File: src/rwf_pkg.sv
// Shared constants, types and register codes of the RGB 3x3 window filter.
package rwf_pkg;

	localparam int MAX_WIDTH      = 1024;
	localparam int MAX_HEIGHT     = 4096;
	localparam int COEF_FRAC_BITS = 12;

	localparam int COL_W   = $clog2(MAX_WIDTH);
	localparam int EW      = COL_W + 1;
	localparam int ROW_W   = $clog2(MAX_HEIGHT);
	localparam int EH      = ROW_W + 1;

	localparam int NUM_CH   = 3;
	localparam int NUM_TAPS = 9;
	localparam int PIX_W    = 8;
	localparam int COEF_W   = 16;
	localparam int ROW_CFG_W = 3 * COEF_W;
	localparam int OFS_W    = 9;
	localparam int IMG_W_W  = 11;
	localparam int IMG_H_W  = 13;
	localparam int CFG_W    = 48;
	localparam int IDX_W    = 3;

	localparam int PROD_W = COEF_W + PIX_W + 1;
	localparam int SUM_W  = PROD_W + 4;
	localparam int Q_W    = SUM_W - COEF_FRAC_BITS;
	localparam int PIX_MAX = 255;
	localparam int MIN_DIM = 3;
	localparam int BORDER  = 2;

	localparam int LANE_LAT   = 5;
	localparam int FIFO_DEPTH = 16;
	localparam int FIFO_AW    = $clog2(FIFO_DEPTH);

	typedef logic [NUM_CH*PIX_W-1:0] pixel_t;
	typedef pixel_t [NUM_TAPS-1:0] window_t;

	typedef struct packed {
		logic valid;
		logic last;
	} item_flags_t;

	typedef struct packed {
		logic [NUM_CH-1:0][PIX_W-1:0] ch;
		logic                         last;
	} result_t;

	typedef enum logic [IDX_W-1:0] {
		REG_COEF_TOP    = 3'd0,
		REG_COEF_MID    = 3'd1,
		REG_COEF_BOTTOM = 3'd2,
		REG_OFFSET      = 3'd3,
		REG_WIDTH       = 3'd4,
		REG_HEIGHT      = 3'd5
	} reg_idx_t;

endpackage

File: src/rwf_out_fifo.sv
// Merges the lane results into one result transaction and queues them for output.
module rwf_out_fifo import rwf_pkg::*; (
	input  logic                          clk,
	input  logic                          arst_n,
	input  logic                          push,
	input  logic [NUM_CH-1:0][PIX_W-1:0]  lane_res,
	input  logic                          last,
	output logic                          out_valid,
	input  logic                          out_ready,
	output result_t                       head
);

	result_t            mem_q [FIFO_DEPTH];
	logic [FIFO_AW-1:0] wr_ptr_q;
	logic [FIFO_AW-1:0] rd_ptr_q;
	logic [FIFO_AW:0]   cnt_q;
	logic               pop;
	result_t            merged;

	assign merged.ch   = lane_res;
	assign merged.last = last;
	assign out_valid   = cnt_q != '0;
	assign pop         = out_valid && out_ready;
	assign head        = mem_q[rd_ptr_q];

	always_ff @(posedge clk) begin
		if (push) begin
			mem_q[wr_ptr_q] <= merged;
		end
	end

	always_ff @(posedge clk or negedge arst_n) begin
		if (!arst_n) begin
			wr_ptr_q <= '0;
			rd_ptr_q <= '0;
			cnt_q    <= '0;
		end else begin
			if (push) begin
				wr_ptr_q <= wr_ptr_q + FIFO_AW'(1);
			end
			if (pop) begin
				rd_ptr_q <= rd_ptr_q + FIFO_AW'(1);
			end
			cnt_q <= cnt_q + (FIFO_AW+1)'(push) - (FIFO_AW+1)'(pop);
		end
	end

endmodule

File: config.mk
export PLATFORM = sky130hd
export DESIGN_NAME = rwf_out_fifo
export DESIGN_NICKNAME = d
export VERILOG_FILES = /design/src/rwf_pkg.sv /design/src/rwf_out_fifo.sv
export SDC_FILE = /design/constraint.sdc
export NUM_CORES = 1
export LEC_CHECK = 0
export BUFFER_PORTS_ARGS = -buffer_cell sky130_fd_sc_hd__buf_2
export CAP_MARGIN = 40
export CORE_MARGIN = 2
export CORE_UTILIZATION = 50
export DETAILED_ROUTE_END_ITERATION = 10
export PLACE_DENSITY = 0.75
export REMOVE_ABC_BUFFERS = 1
export SLEW_MARGIN = 15
export SYNTH_ARGS = -nofsm -noshare
export SYNTH_HDL_FRONTEND = slang
export SYNTH_SLANG_ARGS = --single-unit
File: constraint.sdc
create_clock -name clk -period 2.9 [get_ports clk]
set_input_delay 0.435 -clock clk [delete_from_list [all_inputs] [get_ports clk]]
set_output_delay 0.435 -clock clk [all_outputs]
set_load 0.03 [all_outputs]
# Yosys cells after proc, flatten, opt, wreduce, memory -nomap -nowiden
# Memories as Yosys holds them, arrays and structs flattened.
# Index checks and enable logic that the tools add are counted.
[op_classes] add_sub_neg=4 mux=2 n_reduce_logical=2
[ops] cell="$add 4x1->4 const B" count=2
[ops] cell="$add 5x1->5" count=1
[ops] cell="$reduce_bool 5->1" count=1
[ops] cell="$sub 5x1->5" count=1
[ops] cell="$mux 1" count=2
[ops] cell="$logic_and 1x1->1" count=1
[word_totals] register_bits=13 mem_bits_rw=400 input_bits=29 output_inout_bits=26 n_memories=1
[memory_table] name="mem_q" depth=16 word_bits=25 rd=1 rd_ports_with_merged_regs=0 wr=1 line_no="rwf_out_fifo.sv:13" text="result_t mem_q [FIFO_DEPTH];"

# Logic depth before layout (Yosys ltp)
[depth] ltp_word=3 depth_mapped=12

# Worst setup path before layout
# OpenSTA, ideal clock, no wires.
[synth_path] path_type="input -> register" from="input push" to="memory mem_q[0][0] in the netlist's numbering (enable)" t_arrival_ns=2.579 slack_ns=-0.118 path_stages=3 path_buffers=1 cell_sequence="clkbuf_1 -> nand2_1 -> nor3_1"
[synth_between] elab_chain_cells=2
[synth_rtl] element="from (decl)" line_no="rwf_out_fifo.sv:5" text="input logic push,"
[synth_rtl] element="$mux 1" line_no="rwf_out_fifo.sv:27" text="if (push) begin"
[synth_rtl] element="$mux 1 (not written as such)" line_no="rwf_out_fifo.sv:28" text="mem_q[wr_ptr_q] <= merged;"
[synth_rtl] element="to (decl)" line_no="rwf_out_fifo.sv:13"
# No other way between the ends.

==> metrics.md <==
| Metric | Value |
|---|---|
| Inserted Clock Buffers | `40` |
| Yosys top cell area share | `76.2%` |
| Simple-Gate Fraction of Synth Area | `1.75%` |
| Synthesized area | `15,800 µm²` |
| Max FO, Critical Path | `18` |
| Clock network power share | `27.5%` |
| Fin nets | `840` |
| Pre-antenna DRT Iters | `5` |
| Vias in the first global route | `7,800` |
| Chip height | `182 µm` |
| CTS clk-pin slew, worst paths | `0.06 ns` |
| Layout area overhead | `16.1%` |
| Num ports | `55` |
| Routed vias | `7,407` |
| Design area | `18,300 µm²` |
| Sw frac | `31.8%` |
| Seq cells post-synth | `413` |
| Skew final | `0.0158 ns` |
| Crit Path Class | `register to primary output` |
| Routed length per instance | `25.5 µm` |
| Die width | `182 µm` |
| Worst slew pin tran | `0.565 ns` |
| Synth cell types | `29` |
| Part of the power in combinational logic | `32.4%` |
| Synth Area in Compound Gates | `2.57%` |
| Clock Tree Buf Depth | `3` |
| Fin crit period | `2.82 ns` |
| Synth area leaders | `edfxtp_1, mux4_2, a22oi_1, dfrtp_1, ha_1` |
| H-Tree Depth | `2` |
| Placement Rows | `65` |
| Routed Antenna Nets | `0` |
| Register area share after synthesis | `78.3%` |
| Overall power | `18.7 mW` |
| Final period util | `97.3%` |
| DP Worst Slack | `0.117 ns` |
| Status | `finished, final reports clean` |
| Initial core utilization | `50.3%` |
| Syn Area/Cell | `22.5 µm²` |
| Final setup violation count | `0` |
| Register area | `12,300 µm²` |
| Multi-input logic area | `3340 µm²` |
| Largest family of logic cells by synthesized area | `multiplexers` |
| Final core utilization | `58.4%` |
| Power Internal | `12.8 mW` |
| CTS sink cnt | `413` |
| Clk root buf | `clkbuf_16` |
| Hold Vio Cnt, Final | `0` |
| Crit path DAT | `2.39 ns` |
| GRT Residual Overflow | `0` |
| DRT iter0 DRCs | `743` |
| Filler cells | `2,161` |
| CP Launch Type | `register` |
| Syn Inst Count | `700` |
| I/O Buffers | `54` |
| Antenna violations before repair | `2` |
| Post-Synth XOR/XNOR Area | `0.556%` |
| Vias per inst | `6.00` |
| Max VDD drop | `0.000757 V` |
| Largest net degree at the start of global routing | `39` |
| Skew-Pair Late Insertion Delay | `0.53 ns` |
| Slew HR | `62.3%` |
| Post-synthesis mux area share | `14.4%` |
| First-pass GRT wire length | `46.9 mm` |
| Share of layout cells above drive strength 1 | `33.9%` |
| DP HPWL | `16.1 mm` |
| Yosys warning count | `0` |
| CP Data Required Time | `2.47 ns` |
| Core area | `31,300 µm²` |
| Hold Path Class | `input pin to register` |
| Post-synth top area cell | `edfxtp_1` |
| MaxCap Viol Count | `0` |
| Lkg Pwr | `5.97 nW` |
| CTS tree | `built` |
| Post-Synth Adder-Cell Area | `1.00%` |
| Setup crit end kind | `primary output` |
| P_sw | `5.96 mW` |
| Routed WL | `31.5 mm` |
| WHS | `0.218 ns` |
| GP Congestion | `0.723` |
| Unrepaired setup endpoints after global routing | `true` |
| Die area | `33,000 µm²` |
| Setup slack after layout | `0.0795 ns` |
| GRT Resource Usage Total | `19.3%` |
| Final Max Slew Viols | `0` |
| Pwr dens | `1020 nW/µm²` |
| Reg power frac | `40.0%` |
| Post-Place Cell Area | `16,800 µm²` |
| F_max | `355 MHz` |
| DRC viols | `0` |
[critical path: stages, from the launching register on]
cell and delay, ns:
dfrtp_4 0.43, buf_12 0.17, buf_12 0.20, mux4_2 0.51
a22oi_1 0.22, nand2_1 0.12, buf_2 0.20
[power groups by stage]
stage	Clock [mW]	Sequential, mW	Combinational (mW)
floorplan	0	7.92	3.55
global placement	0	7.69	5.72
detailed placement	0	7.72	5.80
CTS	5.23	7.49	6.06
global route	5.47	7.54	6.50
finish	5.15	7.49	6.07
[sequential cells by signal (all words and copies together), names as in the netlist]
register,flops
cnt_q,5
mem_q,400
rd_ptr_q,4
wr_ptr_q,4
[stage by stage]
stage	TNS, ns	instances
finish	0	1235
global route	-0.0134	1233
CTS	0	1232
detailed placement	0	1152
global placement	0	1152
floorplan	-70.26	664
[metal layers]
metal / track usage [%] / share of wire (%) / vias up
met2: 31.1 / 49 / 274
li1: - / - / 3134
met4: 5.53 / 2.3 / 0
met3: 4.17 / 6.9 / 55
met5: 0 / 0 / -
met1: 27.2 / 42 / 3944
[cell usage after synthesis, drive strengths merged]
cell type	count
edfxtp	400
mux4	100
a22oi	50
nand2	34
clkbuf	22
nor2	15
buf	14
dfrtp	13
ha	11
inv	9
xnor2	6
nand2b	5
xor2	4
a21oi	2
nand3	2
nor2b	2
nor3	2
a21o	1
and2	1
and3	1
fa	1
mux2	1
nand4	1
o21ai	1
o21bai	1
or4b	1
[final timing paths]
| kind | slack, ns | from | depth (start not counted) | endpoint |
|---|---|---|---|---|
| worst max-delay path | 0.08 | rd_ptr_q[0] | 6 | head[23] |
| worst min-delay path | 0.22 | out_ready | 3 | rd_ptr_q[3] |
| worst max register to register | 0.22 | cnt_q[2] | 12 | cnt_q[4] |
| worst min register to register | 0.57 | wr_ptr_q[0] | 1 | wr_ptr_q[0] |
| max in group asynchronous | 2.32 | arst_n | 2 | rd_ptr_q[0] |
| min in group asynchronous | 0.33 | arst_n | 2 | rd_ptr_q[1] |
[kinds of logic after synthesis]
| logic type | count (synthesis) |
|---|---|
| buffers and inverters | 45 |
| and+or+nand+nor | 64 |
| muxes | 101 |
| xor gates and xnor gates | 10 |
| DFF | 413 |
| AOI/OAI and AO/OA | 55 |
| adders and majority gates | 12 |
[placed cells by master (no fill, tap or decap), types with 2 or more instances in the layout]
cell,count
buf_16,2
diode_2,2
nor2b_2,2
xnor2_1,6
buf_4,25
clkbuf_1,2
a22oi_1,47
edfxtp_1,400
nand3_1,2
ha_1,11
clkbuf_16,42
buf_2,54
nor3_2,2
buf_12,10
inv_1,9
mux4_2,100
dfrtp_1,11
clkinvlp_4,4
dfrtp_4,2
nor2_4,14
clkinv_1,10
clkinv_2,5
a22oi_2,3
nand2_1,33
bufinv_16,4
nand2b_1,5
clkinv_4,3
xor2_1,4
inv_6,4
[final cells by class]
type | count | area share (%)
Sequential cell | 413 | 67.5
Multi-Input combinational cell | 242 | 18.3
Clock buffer | 43 | 5.65
Timing Repair Buffer | 93 | 4.09
Tap cell | 402 | 2.75
Clock inverter | 31 | 1.56
Inverter | 9 | 0.185
Antenna cell | 2 | 0.0274
[timing repair]
action,in CTS,in global routing
hold buffers,1,0
gates cloned,0,1
setup buffers,5,0
gates resized for setup,0,7
endpoints found under the setup margin,23,7
endpoints found under the hold margin,13,0
Note: power is estimated with default switching activity, not from simulation.
