==> src/rwf_pkg.sv <==
// Shared constants, types and register codes of the RGB 3x3 window filter.
package rwf_pkg;

	localparam int MAX_WIDTH      = 1024;
	localparam int MAX_HEIGHT     = 4096;
	localparam int COEF_FRAC_BITS = 12;

	localparam int COL_W   = $clog2(MAX_WIDTH);
	localparam int EW      = COL_W + 1;
	localparam int ROW_W   = $clog2(MAX_HEIGHT);
	localparam int EH      = ROW_W + 1;

	localparam int NUM_CH   = 3;
	localparam int NUM_TAPS = 9;
	localparam int PIX_W    = 8;
	localparam int COEF_W   = 16;
	localparam int ROW_CFG_W = 3 * COEF_W;
	localparam int OFS_W    = 9;
	localparam int IMG_W_W  = 11;
	localparam int IMG_H_W  = 13;
	localparam int CFG_W    = 48;
	localparam int IDX_W    = 3;

	localparam int PROD_W = COEF_W + PIX_W + 1;
	localparam int SUM_W  = PROD_W + 4;
	localparam int Q_W    = SUM_W - COEF_FRAC_BITS;
	localparam int PIX_MAX = 255;
	localparam int MIN_DIM = 3;
	localparam int BORDER  = 2;

	localparam int LANE_LAT   = 5;
	localparam int FIFO_DEPTH = 16;
	localparam int FIFO_AW    = $clog2(FIFO_DEPTH);

	typedef logic [NUM_CH*PIX_W-1:0] pixel_t;
	typedef pixel_t [NUM_TAPS-1:0] window_t;

	typedef struct packed {
		logic valid;
		logic last;
	} item_flags_t;

	typedef struct packed {
		logic [NUM_CH-1:0][PIX_W-1:0] ch;
		logic                         last;
	} result_t;

	typedef enum logic [IDX_W-1:0] {
		REG_COEF_TOP    = 3'd0,
		REG_COEF_MID    = 3'd1,
		REG_COEF_BOTTOM = 3'd2,
		REG_OFFSET      = 3'd3,
		REG_WIDTH       = 3'd4,
		REG_HEIGHT      = 3'd5
	} reg_idx_t;

endpackage

==> src/rwf_lane.sv <==
// One channel lane: 3x3 multiply-accumulate, truncation, offset and saturation.
module rwf_lane import rwf_pkg::*; (
	input  logic                                clk,
	input  logic [NUM_TAPS-1:0][PIX_W-1:0]      taps,
	input  logic [NUM_TAPS-1:0][COEF_W-1:0]     coefs,
	input  logic signed [OFS_W-1:0]             offset,
	output logic [PIX_W-1:0]                    res
);

	logic signed [PROD_W-1:0] prod_s1 [NUM_TAPS];
	logic signed [SUM_W-1:0]  row_s2  [3];
	logic signed [SUM_W-1:0]  tot_s3;
	logic signed [Q_W-1:0]    q_s4;
	logic [PIX_W-1:0]         res_s5;

	logic [SUM_W-1:0]         bias;
	logic [SUM_W-1:0]         adj;
	logic signed [Q_W:0]      biased;

	always_ff @(posedge clk) begin
		for (int i = 0; i < NUM_TAPS; i++) begin
			prod_s1[i] <= $signed(coefs[i]) * $signed({1'b0, taps[i]});
		end
		for (int r = 0; r < 3; r++) begin
			row_s2[r] <= SUM_W'(prod_s1[r*3]) + SUM_W'(prod_s1[r*3 + 1]) +
				SUM_W'(prod_s1[r*3 + 2]);
		end
		tot_s3 <= row_s2[0] + row_s2[1] + row_s2[2];
	end

	// Round toward zero: bias negative sums by one below the divisor.
	assign bias = tot_s3[SUM_W-1] ? SUM_W'((1 << COEF_FRAC_BITS) - 1) : '0;
	assign adj  = tot_s3 + bias;

	always_ff @(posedge clk) begin
		q_s4 <= $signed(adj[SUM_W-1:COEF_FRAC_BITS]);
	end

	assign biased = (Q_W+1)'(q_s4) + (Q_W+1)'(offset);

	always_ff @(posedge clk) begin
		if (biased < 0) begin
			res_s5 <= '0;
		end else if (biased > (Q_W+1)'(PIX_MAX)) begin
			res_s5 <= PIX_W'(PIX_MAX);
		end else begin
			res_s5 <= biased[PIX_W-1:0];
		end
	end

	assign res = res_s5;

endmodule

==> config.mk <==
export PLATFORM = sky130hd
export DESIGN_NAME = rwf_lane
export DESIGN_NICKNAME = d
export VERILOG_FILES = /design/src/rwf_pkg.sv /design/src/rwf_lane.sv
export SDC_FILE = /design/constraint.sdc
export NUM_CORES = 2
export LEC_CHECK = 0
export BUFFER_PORTS_ARGS = -buffer_cell sky130_fd_sc_hd__buf_2
export CAP_MARGIN = 20
export CORE_AREA = 3 3 323 325
export CTS_CLUSTER_SIZE = 24
export DETAILED_ROUTE_END_ITERATION = 7
export DIE_AREA = 0 0 326 328
export PLACE_DENSITY = 0.77
export SLEW_MARGIN = 5
export SYNTH_ARGS = -nofsm -noshare
export SYNTH_HDL_FRONTEND = slang
export SYNTH_SLANG_ARGS = --single-unit
==> constraint.sdc <==
create_clock -name clk -period 8.2 [get_ports clk]
set_input_delay 1.23 -clock clk [delete_from_list [all_inputs] [get_ports clk]]
set_output_delay 1.23 -clock clk [all_outputs]
set_load 0.005 [all_outputs]
-- Yosys cells after proc, flatten, opt, wreduce, memory -nomap -nowiden
Memory sizes are Yosys's and may differ from the RTL's.
Cells that the tools add are included.
- muxes and demuxes: 2
- multipliers: 9
- add/subtract/negate cells: 10
- $lt $le $gt $ge: 2
- operators with widths (operator ; count):
    16-bit by 9-bit multiplier with 25-bit output ; 9
    29-bit adder ; 3
    26-bit by 25-bit adder with 27-bit output ; 3
    25-bit by 25-bit adder with 26-bit output ; 3
    17-bit by 9-bit adder with 18-bit output ; 1
    18-bit by 9-bit greater-than comparator with 1-bit output (second input constant) ; 1
    18-bit by 1-bit < comparator with 1-bit output (second input constant) ; 1
    12-bit 2-to-1 mux ; 1
    8-bit 2-to-1 mux ; 1
- bits of input ports: 226
- memory bits (writable): 312
- register bits after elaboration: 54
- output and inout port bits: 8
- logic and storage cells: 28
- memories: 2
- memory list (name ; words ; bits a word ; read ports ; clocked after Yosys merged registers in ; wr ports ; RTL line ; text):
    prod_s1 ; 9 ; 25 ; 9 ; 0 ; 9 ; rwf_lane.sv:10 ; logic signed [PROD_W-1:0] prod_s1 [NUM_TAPS];
    row_s2 ; 3 ; 29 ; 3 ; 0 ; 3 ; rwf_lane.sv:11 ; logic signed [SUM_W-1:0] row_s2 [3];

-- Logic depth before layout (Yosys ltp)
- depth in word-level cells: 3
- depth in mapped cells: 21
- gate-level depth less buffers: 20

-- Worst setup path before layout
OpenSTA, ideal clock, no wires.
- path kind: input-to-reg
- start: input port taps[64] (netlist name)
- end: memory prod_s1[0][224] (netlist name)
- buffers on the path: 1
- cell stages on the path: 20
- slack: 2.162 ns
- library setup time: 0.121 ns
- required time: 8.079 ns
- arrival time: 5.917 ns
- cell sequence: clkbuf_1 -> nand2_1 -> fa_1 -> inv_1 -> fa_1 -> fa_1 -> inv_1 -> fa_1 -> inv_1 -> ha_1 -> a21oi_1 -> inv_1 -> a21oi_1 -> o21ai_0 -> a31o_2 -> a41o_1 -> a2111o_1 -> a31oi_1 -> o21ai_0 -> xnor2_1
- RTL lines (what ; RTL line ; text):
    start, declared ; rwf_lane.sv:4 ; input logic [NUM_TAPS-1:0][PIX_W-1:0] taps,
    end, declared ; rwf_lane.sv:10 ;

==> metrics <==
largest net degree at the start of global routing 17; RSZ-0062 raised after global routing no; Die Width approximately 330 um; reg2reg end row_s2[0][24]; total power between 20 and 30 mW; vias in the first global route approximately 43k; critical path's slowest cell fa_1; num ports between 200 and 250; TritonCTS clock tree done; Period minus WS final about 6 ns; most common cell after layout, fill and taps aside inv_1; CTS Buf Count 42; cell family with most CP delay adder cells; Die Footprint 107000 um^2; post-CTS sizing 0; Remaining DRCs 0; Initial Util a little over half; commonest non-fill, non-tap cells in the layout 1393 x inv_1, 1025 x fa_1, 649 x and2_1, 617 x nand2_1, 580 x ha_1; Multi-input gate area 42900 um^2; Mapped Area approximately 56000 um^2; clk buf depth 3; Crit. Startpoint taps[8]; routed length per placed instance roughly 16 um; post-synth top area share ~37%; Post-layout nets approximately 8.1k; register area between 7000 and 8000 um^2; first-pass GRT wire length just over 200 mm; Power Dens Cells between 400 and 500 nW/um^2; Die Ht about 330 um; status complete, no violations; layout cell share with drive strength beyond 1 under 10%; Post-synth EDFFs 0; CP Buf/Inv Count 4; Critical R2R Launch prod_s1[0][2]; # fillers roughly 8.6k; static leakage roughly 31 nW; DRT antenna net count 0; Worst EP required around 8.7 ns; FF-to-FF path depth 12; Clock transition at path regs around 0.06 ns; area grow syn2layout 7.28%; Mapped Nets 7865; Starting DRT DRC Count about 2.0k; initial antenna violation count 4; worst-path fanout max 16; grt ovf 0; Worst Max-Slew Pin Slew 0.797 ns; Root Driver clkbuf_16; Hold-fix buffers, CTS 0; most used cell, CP fa_1; Synth Flop Type dfxtp_1; relative slew slack a little under half; Worst Skew 0.0215 ns; largest area contributor in the synthesized netlist fa_1; period utilization ~73%; router iterations before antenna repair 8; worst hold path type flop to flop; # rows about 120; Seq/Total Area, Yosys about 13%; Port Buffers ~230; Setup violations, final 0; synth warn 0; Syn Inst Count roughly 6.0k; total number of vias 39.9k; crit end category flop; total detailed-routing wirelength around 120 mm; post-DP HPWL roughly 100 mm; Post-synth ARST share 0%; placed inst area 58300 um^2; crit path kind primary input to flop; htree depth 2; Final Hold Fails 0; Peak VDD IR around 0.31 mV; gr usage total between 20% and 30%; clock sinks between 300 and 400; Critical Path Source Type primary input; final instance area between 50000 and 60000 um^2; CP endpoint prod_s1[0][48]; routability-driven placement congestion ratio about 0.90; Max-Cap Viols 0; CP Depth 19; post-synthesis cell type count 67; Max Clk Rate 168 MHz; core area 102000 um^2; Synth area leaders fa_1 37%, ha_1 13%, dfxtp_1 13%; post-CTS setup buffers 0; max incr delay on CP between 0.5 and 0.6 ns; worst path cell trace buf_2 > nand2_1 > fa_1 > inv_1 > fa_1 > fa_1 > inv_1 > fa_1 > inv_1 > ha_1 > a21oi_1 > o21ai_0 > o31ai_1 > o22ai_1 > o41ai_1 > o21ai_0 > a21bo_2 > a21oi_1 > xnor2_1; Fin Setup TNS 0 ns; Critical Path AT ~6.5 ns; Post-Syn Area per Cell 9.23 um^2; final slew viol count 0; vias per inst around 5.2; Synth Register Bits 360; flop-to-flop setup slack 4.41 ns; Clock Latency Late Sink between 0.5 and 0.6 ns
## registers in the layout, summed over array words and instances, names as in the netlist
name and flops:
res 8, tot_s3 29, prod_s1 225, row_s2 81, q_s4 17
## where the power goes
group	internal, mW	total (mW)	switching [mW]
Clock	1.18	1.97	0.798
Sequential	3.05	3.77	0.723
Combinational	9.23	21.0	11.8
Total	13.5	26.8	13.3
## worst min-delay path by stage
| stage | start | end | slack (ns) | cells after the start |
|---|---|---|---|---|
| final | tot_s3[26] | q_s4[14] | 0.45 | 1 |
| after CTS | tot_s3[26] | q_s4[14] | 0.45 | 1 |
| after global placement | tot_s3[26] | q_s4[14] | 0.45 | 1 |
| after detailed placement | tot_s3[26] | q_s4[14] | 0.45 | 1 |
| after floorplan | tot_s3[15] | q_s4[3] | 0.43 | 1 |
| after global routing | tot_s3[26] | q_s4[14] | 0.47 | 1 |
## synthesized netlist by cell type, types with 13 or more instances
library cell and number:
inv_1 1393, nand2_1 617, nor3_1 33, a31oi_1 13, and3_1 27, nand3_1 51, o21ai_0 100, nor2_1 150
nor2b_1 30, a211oi_1 26, a21o_1 100, o21bai_1 29, o31ai_1 13, clkbuf_1 80, xor2_1 88, o21a_1 39
ha_1 580, nand2b_1 32, and2_1 649, dfxtp_1 360, xnor2_1 227, fa_1 1025, a21boi_0 13, a21oi_1 214
## per-layer routing
metal / vias up / routed length [um] / GRT usage [%]
met5: - / 0 / 0
met2: 1008 / 61000 / 41.6
met3: 224 / 6380 / 3.11
met1: 20000 / 51600 / 30.7
li1: 18700 / - / -
met4: 0 / 3450 / 6.92
## logic make-up after synthesis
logic type      share of synthesized area, %
mux                                   0.0360
buf+inv                                 9.93
xor+xnor                                4.96
flops                                   12.9
simple gates                            14.8
fa+ha+maj                               49.9
compound gates                          7.42
## stage by stage
stage / setup slack (ns) / util, % / cells / hold slack (ns)
finish: 2.25 / 58.7 / 7636 / 0.450
global route: 1.86 / 58.7 / 7636 / 0.468
CTS: 2.26 / 58.7 / 7633 / 0.446
detailed placement: 1.67 / 57.3 / 7556 / 0.447
global placement: 1.82 / 57.3 / 7556 / 0.445
floorplan: 2.16 / - / 6034 / 0.426
## layout make-up
type / instances / share of cell area (%)
Clock inverter: 25 / 0.507
Sequential cell: 360 / 12.1
Multi-Input combinational cell: 4201 / 71.9
Clock buffer: 52 / 1.94
Timing Repair Buffer: 234 / 1.97
Inverter: 1393 / 8.75
Tap cell: 1368 / 2.87
Antenna cell: 3 / 0.0126
No activity file was read; power rests on OpenSTA's default activity.
